[src/sv/sha1h_pkg.sv]
// Shared types, constants and round functions for the SHA-1 stream hasher.
package sha1h_pkg;

    localparam int unsigned NumChain  = 5;
    localparam int unsigned NumSched  = 16;
    localparam int unsigned NumRounds = 80;
    localparam int unsigned BlockBits = 512;

    typedef logic [31:0] word_t;

    localparam word_t ChainInit [NumChain] = '{
        32'h67452301, 32'hEFCDAB89, 32'h98BADCFE, 32'h10325476, 32'hC3D2E1F0
    };

    localparam logic [7:0] PadMark = 8'h80;

    typedef enum logic [1:0] {
        BYTE_DATA,
        BYTE_PAD80,
        BYTE_ZERO,
        BYTE_LEN
    } byte_sel_t;

    // Controller to datapath command word.
    typedef struct packed {
        logic       shift_en;
        byte_sel_t  byte_sel;
        logic [2:0] len_idx;
        logic       count_en;
        logic       comp_load;
        logic       round_en;
        logic [1:0] round_grp;
        logic       chain_add;
        logic       msg_init;
        logic       out_load;
        logic [2:0] out_idx;
    } dp_cmd_t;

    function automatic word_t round_const(input logic [1:0] grp);
        word_t k;
        case (grp)
            2'd0:    k = 32'h5A827999;
            2'd1:    k = 32'h6ED9EBA1;
            2'd2:    k = 32'h8F1BBCDC;
            default: k = 32'hCA62C1D6;
        endcase
        return k;
    endfunction

    function automatic word_t round_func(input logic [1:0] grp, input word_t b,
                                        input word_t c, input word_t d);
        word_t f;
        case (grp)
            2'd0:    f = (b & c) | (~b & d);
            2'd2:    f = (b & c) | (b & d) | (c & d);
            default: f = b ^ c ^ d;
        endcase
        return f;
    endfunction

endpackage

[src/sv/sha1h_datapath.sv]
// Datapath: block shift buffer, message schedule, round registers, chaining words, output word.
module sha1h_datapath (
    input  logic                clk,
    input  logic                rst_n,
    input  sha1h_pkg::dp_cmd_t  cmd,
    input  logic [7:0]          data_byte,
    output logic [31:0]         digest_word,
    output logic [2:0]          word_index,
    output logic                last_word
);
    import sha1h_pkg::*;

    logic [BlockBits-1:0] blk_reg;
    logic [BlockBits-1:0] blk_next;
    word_t                sched_reg [NumSched];
    word_t                work_reg  [NumChain];
    word_t                chain_reg [NumChain];
    logic [63:0]          msg_reg;
    word_t                word_reg;
    logic [2:0]           idx_reg;
    logic                 last_reg;

    logic [7:0]           byte_mux;
    logic [63:0]          bit_len;
    logic [2:0]           len_shift;
    word_t                sched_new;
    word_t                round_sum;

    assign bit_len   = {msg_reg[60:0], 3'b000};
    assign len_shift = 3'd7 - cmd.len_idx;

    always_comb
    begin
        case (cmd.byte_sel)
            BYTE_DATA:  byte_mux = data_byte;
            BYTE_PAD80: byte_mux = PadMark;
            BYTE_LEN:   byte_mux = bit_len[{len_shift, 3'b000} +: 8];
            default:    byte_mux = 8'h00;
        endcase
    end

    assign blk_next  = {blk_reg[BlockBits-9:0], byte_mux};

    // W[t+16] from the taps of the sliding window
    assign sched_new = {sched_reg[13][30:0] ^ sched_reg[8][30:0] ^
                        sched_reg[2][30:0] ^ sched_reg[0][30:0],
                        sched_reg[13][31] ^ sched_reg[8][31] ^
                        sched_reg[2][31] ^ sched_reg[0][31]};

    assign round_sum = {work_reg[0][26:0], work_reg[0][31:27]}
                     + round_func(cmd.round_grp, work_reg[1], work_reg[2], work_reg[3])
                     + work_reg[4] + round_const(cmd.round_grp) + sched_reg[0];

    always_ff @(posedge clk)
    begin
        if (cmd.shift_en)
        begin
            blk_reg <= blk_next;
        end
        if (cmd.comp_load)
        begin
            for (int i = 0; i < NumSched; i++)
            begin
                sched_reg[i] <= blk_next[BlockBits-1-32*i -: 32];
            end
            for (int i = 0; i < NumChain; i++)
            begin
                work_reg[i] <= chain_reg[i];
            end
        end
        else if (cmd.round_en)
        begin
            for (int i = 0; i < NumSched - 1; i++)
            begin
                sched_reg[i] <= sched_reg[i+1];
            end
            sched_reg[NumSched-1] <= sched_new;
            work_reg[4] <= work_reg[3];
            work_reg[3] <= work_reg[2];
            work_reg[2] <= {work_reg[1][1:0], work_reg[1][31:2]};
            work_reg[1] <= work_reg[0];
            work_reg[0] <= round_sum;
        end
        if (cmd.out_load)
        begin
            word_reg <= chain_reg[cmd.out_idx];
            idx_reg  <= cmd.out_idx;
            last_reg <= (cmd.out_idx == 3'(NumChain - 1));
        end
    end

    always_ff @(posedge clk or negedge rst_n)
    begin
        if (!rst_n)
        begin
            for (int i = 0; i < NumChain; i++)
            begin
                chain_reg[i] <= ChainInit[i];
            end
            msg_reg <= '0;
        end
        else
        begin
            if (cmd.msg_init)
            begin
                for (int i = 0; i < NumChain; i++)
                begin
                    chain_reg[i] <= ChainInit[i];
                end
                msg_reg <= '0;
            end
            else
            begin
                if (cmd.chain_add)
                begin
                    for (int i = 0; i < NumChain; i++)
                    begin
                        chain_reg[i] <= chain_reg[i] + work_reg[i];
                    end
                end
                if (cmd.count_en)
                begin
                    msg_reg <= msg_reg + 64'd1;
                end
            end
        end
    end

    assign digest_word = word_reg;
    assign word_index  = idx_reg;
    assign last_word   = last_reg;

endmodule

[src/sv/sha1h_ctrl.sv]
// Controller: absorb/pad/emit sequencer and the 80-round compression counter.
module sha1h_ctrl (
    input  logic                clk,
    input  logic                rst_n,
    input  logic                in_valid,
    input  logic                in_cmd,
    output logic                in_ready,
    output logic                out_valid,
    input  logic                out_ready,
    output sha1h_pkg::dp_cmd_t  cmd
);
    import sha1h_pkg::*;

    typedef enum logic [1:0] {
        ST_ABSORB,
        ST_PAD,
        ST_WAIT,
        ST_EMIT
    } state_t;

    state_t     state_reg, state_next;
    logic [5:0] fill_reg, fill_next;
    logic       first_reg, first_next;
    logic       len_ok_reg, len_ok_next;
    logic       busy_reg, busy_next;
    logic [6:0] rnd_reg, rnd_next;
    logic [2:0] emit_reg, emit_next;
    logic       out_valid_reg, out_valid_next;

    logic       block_end;
    logic       can_shift;

    assign block_end = (fill_reg == 6'd63);
    assign can_shift = !(block_end && busy_reg);
    assign in_ready  = (state_reg == ST_ABSORB) && can_shift;
    assign out_valid = out_valid_reg;

    always_comb
    begin
        state_next     = state_reg;
        fill_next      = fill_reg;
        first_next     = first_reg;
        len_ok_next    = len_ok_reg;
        busy_next      = busy_reg;
        rnd_next       = rnd_reg;
        emit_next      = emit_reg;
        out_valid_next = out_valid_reg && !out_ready;
        cmd            = '0;
        cmd.byte_sel   = BYTE_DATA;
        cmd.len_idx    = fill_reg[2:0];
        cmd.out_idx    = emit_reg;

        // compression engine: 80 rounds, then fold into the chaining words
        if (busy_reg)
        begin
            if (rnd_reg == 7'(NumRounds))
            begin
                cmd.chain_add = 1'b1;
                busy_next     = 1'b0;
            end
            else
            begin
                cmd.round_en = 1'b1;
                rnd_next     = rnd_reg + 7'd1;
            end
        end
        if (rnd_reg < 7'd20)
        begin
            cmd.round_grp = 2'd0;
        end
        else if (rnd_reg < 7'd40)
        begin
            cmd.round_grp = 2'd1;
        end
        else if (rnd_reg < 7'd60)
        begin
            cmd.round_grp = 2'd2;
        end
        else
        begin
            cmd.round_grp = 2'd3;
        end

        case (state_reg)
            ST_ABSORB:
            begin
                if (in_valid && in_ready)
                begin
                    if (!in_cmd)
                    begin
                        cmd.shift_en = 1'b1;
                        cmd.count_en = 1'b1;
                        fill_next    = fill_reg + 6'd1;
                        if (block_end)
                        begin
                            cmd.comp_load = 1'b1;
                            busy_next     = 1'b1;
                            rnd_next      = '0;
                        end
                    end
                    else
                    begin
                        state_next  = ST_PAD;
                        first_next  = 1'b1;
                        len_ok_next = 1'b0;
                    end
                end
            end
            ST_PAD:
            begin
                if (can_shift)
                begin
                    cmd.shift_en = 1'b1;
                    fill_next    = fill_reg + 6'd1;
                    first_next   = 1'b0;
                    if (first_reg)
                    begin
                        cmd.byte_sel = BYTE_PAD80;
                        if (fill_reg < 6'd56)
                        begin
                            len_ok_next = 1'b1;
                        end
                    end
                    else if (len_ok_reg && fill_reg >= 6'd56)
                    begin
                        cmd.byte_sel = BYTE_LEN;
                    end
                    else
                    begin
                        cmd.byte_sel = BYTE_ZERO;
                    end
                    if (block_end)
                    begin
                        cmd.comp_load = 1'b1;
                        busy_next     = 1'b1;
                        rnd_next      = '0;
                        if (len_ok_reg)
                        begin
                            state_next = ST_WAIT;
                        end
                        else
                        begin
                            len_ok_next = 1'b1;
                        end
                    end
                end
            end
            ST_WAIT:
            begin
                if (!busy_reg)
                begin
                    state_next = ST_EMIT;
                    emit_next  = '0;
                end
            end
            ST_EMIT:
            begin
                if (!out_valid_reg || out_ready)
                begin
                    cmd.out_load   = 1'b1;
                    out_valid_next = 1'b1;
                    emit_next      = emit_reg + 3'd1;
                    if (emit_reg == 3'(NumChain - 1))
                    begin
                        cmd.msg_init = 1'b1;
                        state_next   = ST_ABSORB;
                    end
                end
            end
            default:
            begin
                state_next = ST_ABSORB;
            end
        endcase
    end

    always_ff @(posedge clk or negedge rst_n)
    begin
        if (!rst_n)
        begin
            state_reg     <= ST_ABSORB;
            fill_reg      <= '0;
            first_reg     <= 1'b0;
            len_ok_reg    <= 1'b0;
            busy_reg      <= 1'b0;
            rnd_reg       <= '0;
            emit_reg      <= '0;
            out_valid_reg <= 1'b0;
        end
        else
        begin
            state_reg     <= state_next;
            fill_reg      <= fill_next;
            first_reg     <= first_next;
            len_ok_reg    <= len_ok_next;
            busy_reg      <= busy_next;
            rnd_reg       <= rnd_next;
            emit_reg      <= emit_next;
            out_valid_reg <= out_valid_next;
        end
    end

endmodule

[src/sv/sha1_stream_hasher.sv]
// Top level of the SHA-1 stream hasher: stream ports, controller and datapath.
// One byte word per cycle while absorbing; the 64th byte of a block starts a compression
// (80 rounds plus the chaining add) beside intake, and the next block's 64th byte waits
// for it. After the end-of-message word the block is padded, the length spilling into a
// second block if it does not fit; after the last compression the digest follows, one
// word per cycle while the receiver is ready. Async reset loads the initial chain.
module sha1_stream_hasher (
    input  logic        clk,
    input  logic        rst_n,
    // input stream
    input  logic        s_axis_tvalid,
    output logic        s_axis_tready,
    input  logic [7:0]  s_axis_tdata,   // [7:0] data_byte
    input  logic [0:0]  s_axis_tuser,   // [0] cmd: 0 absorb byte, 1 end of message
    // digest stream
    output logic        m_axis_tvalid,
    input  logic        m_axis_tready,
    output logic [39:0] m_axis_tdata,   // [31:0] digest_word, [34:32] word_index, zero fill
    output logic        m_axis_tlast    // last_word
);
    import sha1h_pkg::*;

    dp_cmd_t     dp_cmd;
    logic [31:0] digest_word;
    logic [2:0]  word_index;

    // Sequencer: accepts words, drives padding, counts rounds and paces the digest
    sha1h_ctrl u_ctrl (
        .clk       (clk),
        .rst_n     (rst_n),
        .in_valid  (s_axis_tvalid),
        .in_cmd    (s_axis_tuser[0]),
        .in_ready  (s_axis_tready),
        .out_valid (m_axis_tvalid),
        .out_ready (m_axis_tready),
        .cmd       (dp_cmd)
    );

    // Block buffer, schedule window, round registers and the held output word
    sha1h_datapath u_dp (
        .clk         (clk),
        .rst_n       (rst_n),
        .cmd         (dp_cmd),
        .data_byte   (s_axis_tdata),
        .digest_word (digest_word),
        .word_index  (word_index),
        .last_word   (m_axis_tlast)
    );

    // Pack the result word: digest in the low bits, index above it
    assign m_axis_tdata = {5'b00000, word_index, digest_word};

endmodule

[config.mk]
export PLATFORM = sky130hd
export DESIGN_NAME = sha1_stream_hasher
export DESIGN_NICKNAME = d
export VERILOG_FILES = /design/src/sv/sha1h_pkg.sv /design/src/sv/sha1h_datapath.sv /design/src/sv/sha1h_ctrl.sv /design/src/sv/sha1_stream_hasher.sv
export SDC_FILE = /design/constraint.sdc
export NUM_CORES = 2
export LEC_CHECK = 0
export BUFFER_PORTS_ARGS = -buffer_cell sky130_fd_sc_hd__buf_2
export CAP_MARGIN = 25
export CORE_ASPECT_RATIO = 0.6
export CORE_MARGIN = 2
export CORE_UTILIZATION = 50
export CTS_CLUSTER_DIAMETER = 50
export DETAILED_ROUTE_END_ITERATION = 10
export PLACE_DENSITY = 0.65
export SLEW_MARGIN = 20
export SYNTH_ARGS = -nofsm -noshare
export SYNTH_HDL_FRONTEND = slang
export SYNTH_HIERARCHICAL = 1
export SYNTH_SLANG_ARGS = --single-unit
[constraint.sdc]
create_clock -name clk -period 28.1 [get_ports clk]
set_input_delay 1.405 -clock clk [delete_from_list [all_inputs] [get_ports clk]]
set_output_delay 1.405 -clock clk [all_outputs]
set_load 0.01 [all_outputs]
; ---- Yosys cells after proc, flatten, opt, wreduce, memory -nomap -nowiden
; Memory sizes are Yosys's and may differ from the RTL's.
; Cells that the tools add are included.
[word_totals]
ff_bits = 786
ram_bits = 672
inputBits = 13
output_inout_bits = 43
wordCells = 219
n_memories = 2
[memory_table]
columns = memory, words, width, read_ports, rd_clocked_by_memory_dff, write_ports, line
row1 = u_dp.sched_reg, 16, 32, 16, 0, 16, sha1h_datapath.sv:15  ; word_t sched_reg [NumSched];
row2 = u_dp.work_reg, 5, 32, 5, 0, 5, sha1h_datapath.sv:16  ; word_t work_reg [NumChain];
[op_classes]
n_addsub = 14
magnitude_cmp = 6
eq_ne = 19
n_shift = 1
mux = 101
bitwise_logic = 38
n_reduce_logical = 20
[ops]
columns = op, count
row1 = two-way mux 32 bit, 23
row2 = two-way mux 160 bit, 2
row3 = adder 32 bit, 9
row4 = AND 32 bit, 4
row5 = two-way mux 64 bit, 2
row6 = binary-select mux 32 bit (select 3 bit), 1
row7 = bitwise OR 32 bit, 3
row8 = one-hot mux 32 bit (3 select lines), 1
row9 = XOR 31 bit, 3
row10 = adder 64 x 1 -> 64 bit (second input constant), 1
row11 = one-hot mux 32 bit (2 select lines), 1
row12 = indexed part select 64 x 7 -> 8 bit, 1
row13 = XOR 32 bit, 2
row14 = two-way mux 7 bit, 6
row15 = two-way mux 1 bit, 33
row16 = two-way mux 2 bit, 16
row17 = NOT 32 bit, 1
row18 = one-hot mux 8 bit (3 select lines), 1
row19 = bitwise OR 1 bit, 21
row20 = two-way mux 6 bit, 3
row21 = less-than comparator 7 x 6 -> 1 bit (second input constant), 2
row22 = one-hot mux 7 bit (2 select lines), 1
row23 = one-hot mux 6 bit (2 select lines), 1
row24 = inequality test 2 bit (second input constant), 5
row25 = 28 further kinds, 56

; ---- Depth between registers and ports, before layout
[logic_depth]
ltp_word = 11
mapped_depth = 29
depth_no_buf = 27

; ---- Modules after synthesis
; Netlist, hierarchy kept.
[modules_own_cells]
columns = module, n_inst, cells_each, area_each_um2, seq_area_each_um2
row1 = sha1h_datapath, 1, 5765, 68707.1, 42025.3
row2 = sha1h_ctrl, 1, 154, 1405.1, 550.5
row3 = sha1_stream_hasher, 1, 6, 41.3, 0.0

; ---- Worst setup path after synthesis
; No wires, ideal clock.
[synth_path]
kind = input to register
startpoint = input port s_axis_tuser
endpoint = register u_dp.blk_reg[0] (enable)
setup_ns = 1.381
arrival_time_ns = 22.590
setup_slack_ns = 4.129
stages = 3
cell_sequence = and3b_1 nor2_1 nor2_1
[synth_rtl]
columns = element, line
row1 = start: declaration, sha1_stream_hasher.sv:14  ; input logic [0:0] s_axis_tuser,
row2 = end signal: assignment, sha1h_datapath.sv:58  ; blk_reg <= blk_next;
row3 = end: declaration, sha1h_datapath.sv:13  ; logic [BlockBits-1:0] blk_reg;

==> results.py <==
metrics = {
    "cells_and_area": {
        "largest_reg_flops": 512,
        "final_cell_mix": "nand2_1, edfxtp_1, inv_1",
        "final_nets": 6282,
        "final.fill_count": 11700,
        "area_growth_pct": 9.90,
        "layout_commonest_cell": "nand2_1",
        "drive_gt1_frac": 0.102,
        "multi_input_area_sq_um": 25400,
        "stdcell_area_sq_um": 77100,
        "seq_area_sq_um": 42600,
    },
    "worst_setup_path": {
        "start_kind": "flop",
        "worstSetupPathType": "flop to flop",
        "required_ns": 28.61,
        "cp_common_cell": "inv_1",
        "path_max_fanout": 34,
        "crit_path_end_kind": "flop",
        "slowest_stage": "o211ai_1",
        "crit_arrival_ns": 8.49,
        "max_stage_delay_ns": 0.59,
    },
    "synth": {
        "synth_ff_type": "edfxtp_1",
        "synth_area_leaders": "edfxtp_1, nand2_1, dfrtp_1",
        "yosys.area.top_type_share": 0.519,
        "synth_fa_ha_area_frac": 0.0726,
        "synth_cells": 5925,
        "synth-compound-area-share": 0.0871,
        "ys_types": 93,
        "synth-async-reset-ratio": 0.167,
        "synth-simple-area-share": 0.114,
        "synth_top_family_by_area": "simple AND/OR/NAND/NOR gates",
        "yosys_warnings": 6,
        "synth_edf_count": 1212,
        "synth_area_leader_cell": "edfxtp_1",
        "ys_ff_latch": 1455,
        "synthMuxAreaShare": 0.0475,
        "synth_xor_area_frac": 0.0403,
        "synth_seq_area_share": 0.607,
        "syn_area_sq_um": 70200,
        "syn_avg_cell_area_sq_um": 11.8,
    },
    "detailed_routing": {
        "routed_wl_mm": 168,
        "avgRoutedWirePerCell_um": 21.3,
        "antenna_left": 0,
        "drt-initial-drc-count": 4893,
        "viasPerCell": 5.68,
        "drc": 0,
        "firstDrtPassIters": 6,
        "vias": 44800,
    },
    "timing": {
        "slew_headroom": 0.133,
        "max_freq_ghz": 0.125,
        "fin_crit_ns": 7.97,
        "rsz0062_at_grt": "no",
        "worst_pin_slew_ns": 1.30,
        "report.final.hold_viol_count": 0,
        "finalSetupTns_ns": 0,
        "skew_ns": 0.0339,
        "post-route-period-util": 0.284,
        "setup_viol": 0,
        "slew_violations": 0,
    },
    "cts": {
        "ctsRootBufferMaster": "clkbuf_16",
        "cts_tree": "built",
        "postCtsSetupBuffers": 0,
        "clkLatencyLatePin_ns": 0.77,
        "cts_sinks": 1455,
        "cts_buffer_depth": 3,
        "cts_hold_buf": 0,
        "cts-resized-gates": 0,
        "numCtsBuffers": 142,
        "htreeDepth": 4,
        "clk_pin_slew_ns": 0.07,
    },
    "floorplan": {
        "pin_count": 56,
        "die_h_um": 294,
        "die_w_um": 488,
        "rows": 106,
        "die-area_sq_um": 143000,
        "start_util": 0.504,
        "fp.coreArea_sq_um": 139000,
    },
    "job": {
        "maxCapViolations": 0,
    },
    "placed_design": {
        "place_congestion": 0.933,
        "hpwl_mm": 113,
        "io_buffers": 50,
        "placed_area_sq_um": 72300,
    },
    "pwr": {
        "ir_worst_vdd_uv": 39.8,
        "p_leak_nw": 31.9,
        "power_density_nw_per_um2": 55.4,
    },
    "status": {
        "outcome": "completed",
    },
    "grt": {
        "grt_pass1_wl_mm": 259,
        "antenna_found_initial": 2,
        "grt.total_usage": 0.235,
        "grt_pass1_vias": 42500,
        "grt.met3_usage": 0.0628,
        "overflow": 0,
        "grt.met1_usage": 0.399,
        "grt_use_met2": 0.291,
        "top_usage_layer": "met1",
        "grt_max_degree": 191,
    },
    "min_path": {
        "hold_class": "flop to flop",
    },
}
## cell families (layout without fill, tap and decap cells)
| family | after synthesis | count (layout) |
|---|---|---|
| AND/OR/NAND/NOR | 1938 | 1938 |
| adder cells (fa/ha/maj) | 332 | 332 |
| other | 1 | 6 |
| XOR/XNOR | 323 | 323 |
| buffers and inverters | 583 | 705 |
| multiplexers | 296 | 296 |
| AO/OA/AOI/OAI | 997 | 997 |
| flip-flops | 1455 | 1455 |
## layout make-up
type                    count  share of cell area
flip-flops and latches   1455               0.552
multi-input cells        3891               0.330
clock buffers             186              0.0494
well taps                1836              0.0298
inverters                 343              0.0167
clock inverters            71              0.0115
repair buffers            105              0.0104
diodes                      1           0.0000325
## Yosys cell counts, types with 5 or more instances
| master | count |
|---|---|
| buf_1 | 9 |
| o21a_1 | 19 |
| a21o_1 | 103 |
| o221ai_1 | 5 |
| nand2b_1 | 39 |
| inv_1 | 342 |
| o21bai_1 | 27 |
| mux2_2 | 164 |
| mux2i_1 | 118 |
| xnor2_1 | 227 |
| fa_1 | 125 |
| buf_4 | 8 |
| o21ai_1 | 6 |
| o31ai_1 | 6 |
| a21oi_1 | 267 |
| and2_1 | 16 |
| edfxtp_1 | 1212 |
| nor2_1 | 311 |
| o211ai_1 | 11 |
| and3_1 | 40 |
| nor3_1 | 29 |
| a211o_1 | 41 |
| or3_1 | 10 |
| clkbuf_1 | 220 |
| nand2_1 | 1331 |
| dfstp_2 | 80 |
| nand3_1 | 62 |
| and4_1 | 7 |
| a22o_1 | 15 |
| nor2b_1 | 29 |
| or2_2 | 14 |
| a41oi_1 | 5 |
| xor2_1 | 96 |
| mux4_2 | 13 |
| dfrtp_1 | 163 |
| o22ai_1 | 62 |
| a21boi_0 | 6 |
| o21ai_0 | 334 |
| nand4_1 | 24 |
| a211oi_1 | 21 |
| a31oi_1 | 18 |
| ha_1 | 206 |
## metrics by stage
stage | cells | setup slack (ns) | hold WS, ns | util | total power, mW
after floorplan | 5929 | 4.13 | 0.420 | - | 2.35
after global placement | 7626 | 20.44 | 0.421 | 0.519 | 2.36
after detailed placement | 7627 | 20.40 | 0.427 | 0.519 | 2.36
after CTS | 7884 | 20.36 | 0.436 | 0.553 | 4.31
after global routing | 7888 | 19.82 | 0.437 | 0.554 | 4.40
final | 7888 | 20.13 | 0.432 | 0.554 | 4.27
## worst paths after layout
kind                       slack [ns]  cells after the start                   startpoint                         endpoint
setup / recovery                20.13                     29  u_ctrl/rnd_reg[5]$_DFF_PN0_   u_dp/work_reg[0][31]$_DFFE_PP_
hold / removal                   0.43                      0  u_dp/blk_reg[255]$_DFFE_PP_      u_dp/blk_reg[263]$_DFFE_PP_
setup reg to reg                20.13                     29  u_ctrl/rnd_reg[5]$_DFF_PN0_   u_dp/work_reg[0][31]$_DFFE_PP_
hold reg to reg                  0.43                      0  u_dp/blk_reg[255]$_DFFE_PP_      u_dp/blk_reg[263]$_DFFE_PP_
max in group asynchronous       25.42                      3                        rst_n  u_dp/chain_reg[129]$_DFFE_PN0P_
min in group asynchronous        0.67                      1                        rst_n   u_dp/chain_reg[94]$_DFFE_PN0P_
## report_power, final
group | switching, mW | internal, mW
clock | 0.843 | 1.11
sequential | 0 | 2.31
combinational | 0.00914 | 0.00113
total | 0.852 | 3.42
## critical path, delay by kind of cell (launching register included)
kind / cells / cell delay (ns)
flops: 1 / 0.40
compound gates: 11 / 2.90
fa+ha+maj: 7 / 2.52
mux: 1 / 0.26
simple gates: 2 / 0.25
buf+inv: 7 / 1.19
xor+xnor: 1 / 0.13
## layer usage
layer / vias up / share of wire
met3: 166 / 0.098
met2: 1607 / 0.38
met1: 22200 / 0.51
li1: 20800 / -
met4: 0 / 0.013
met5: - / 0
Power figures use the tool's default switching activity.
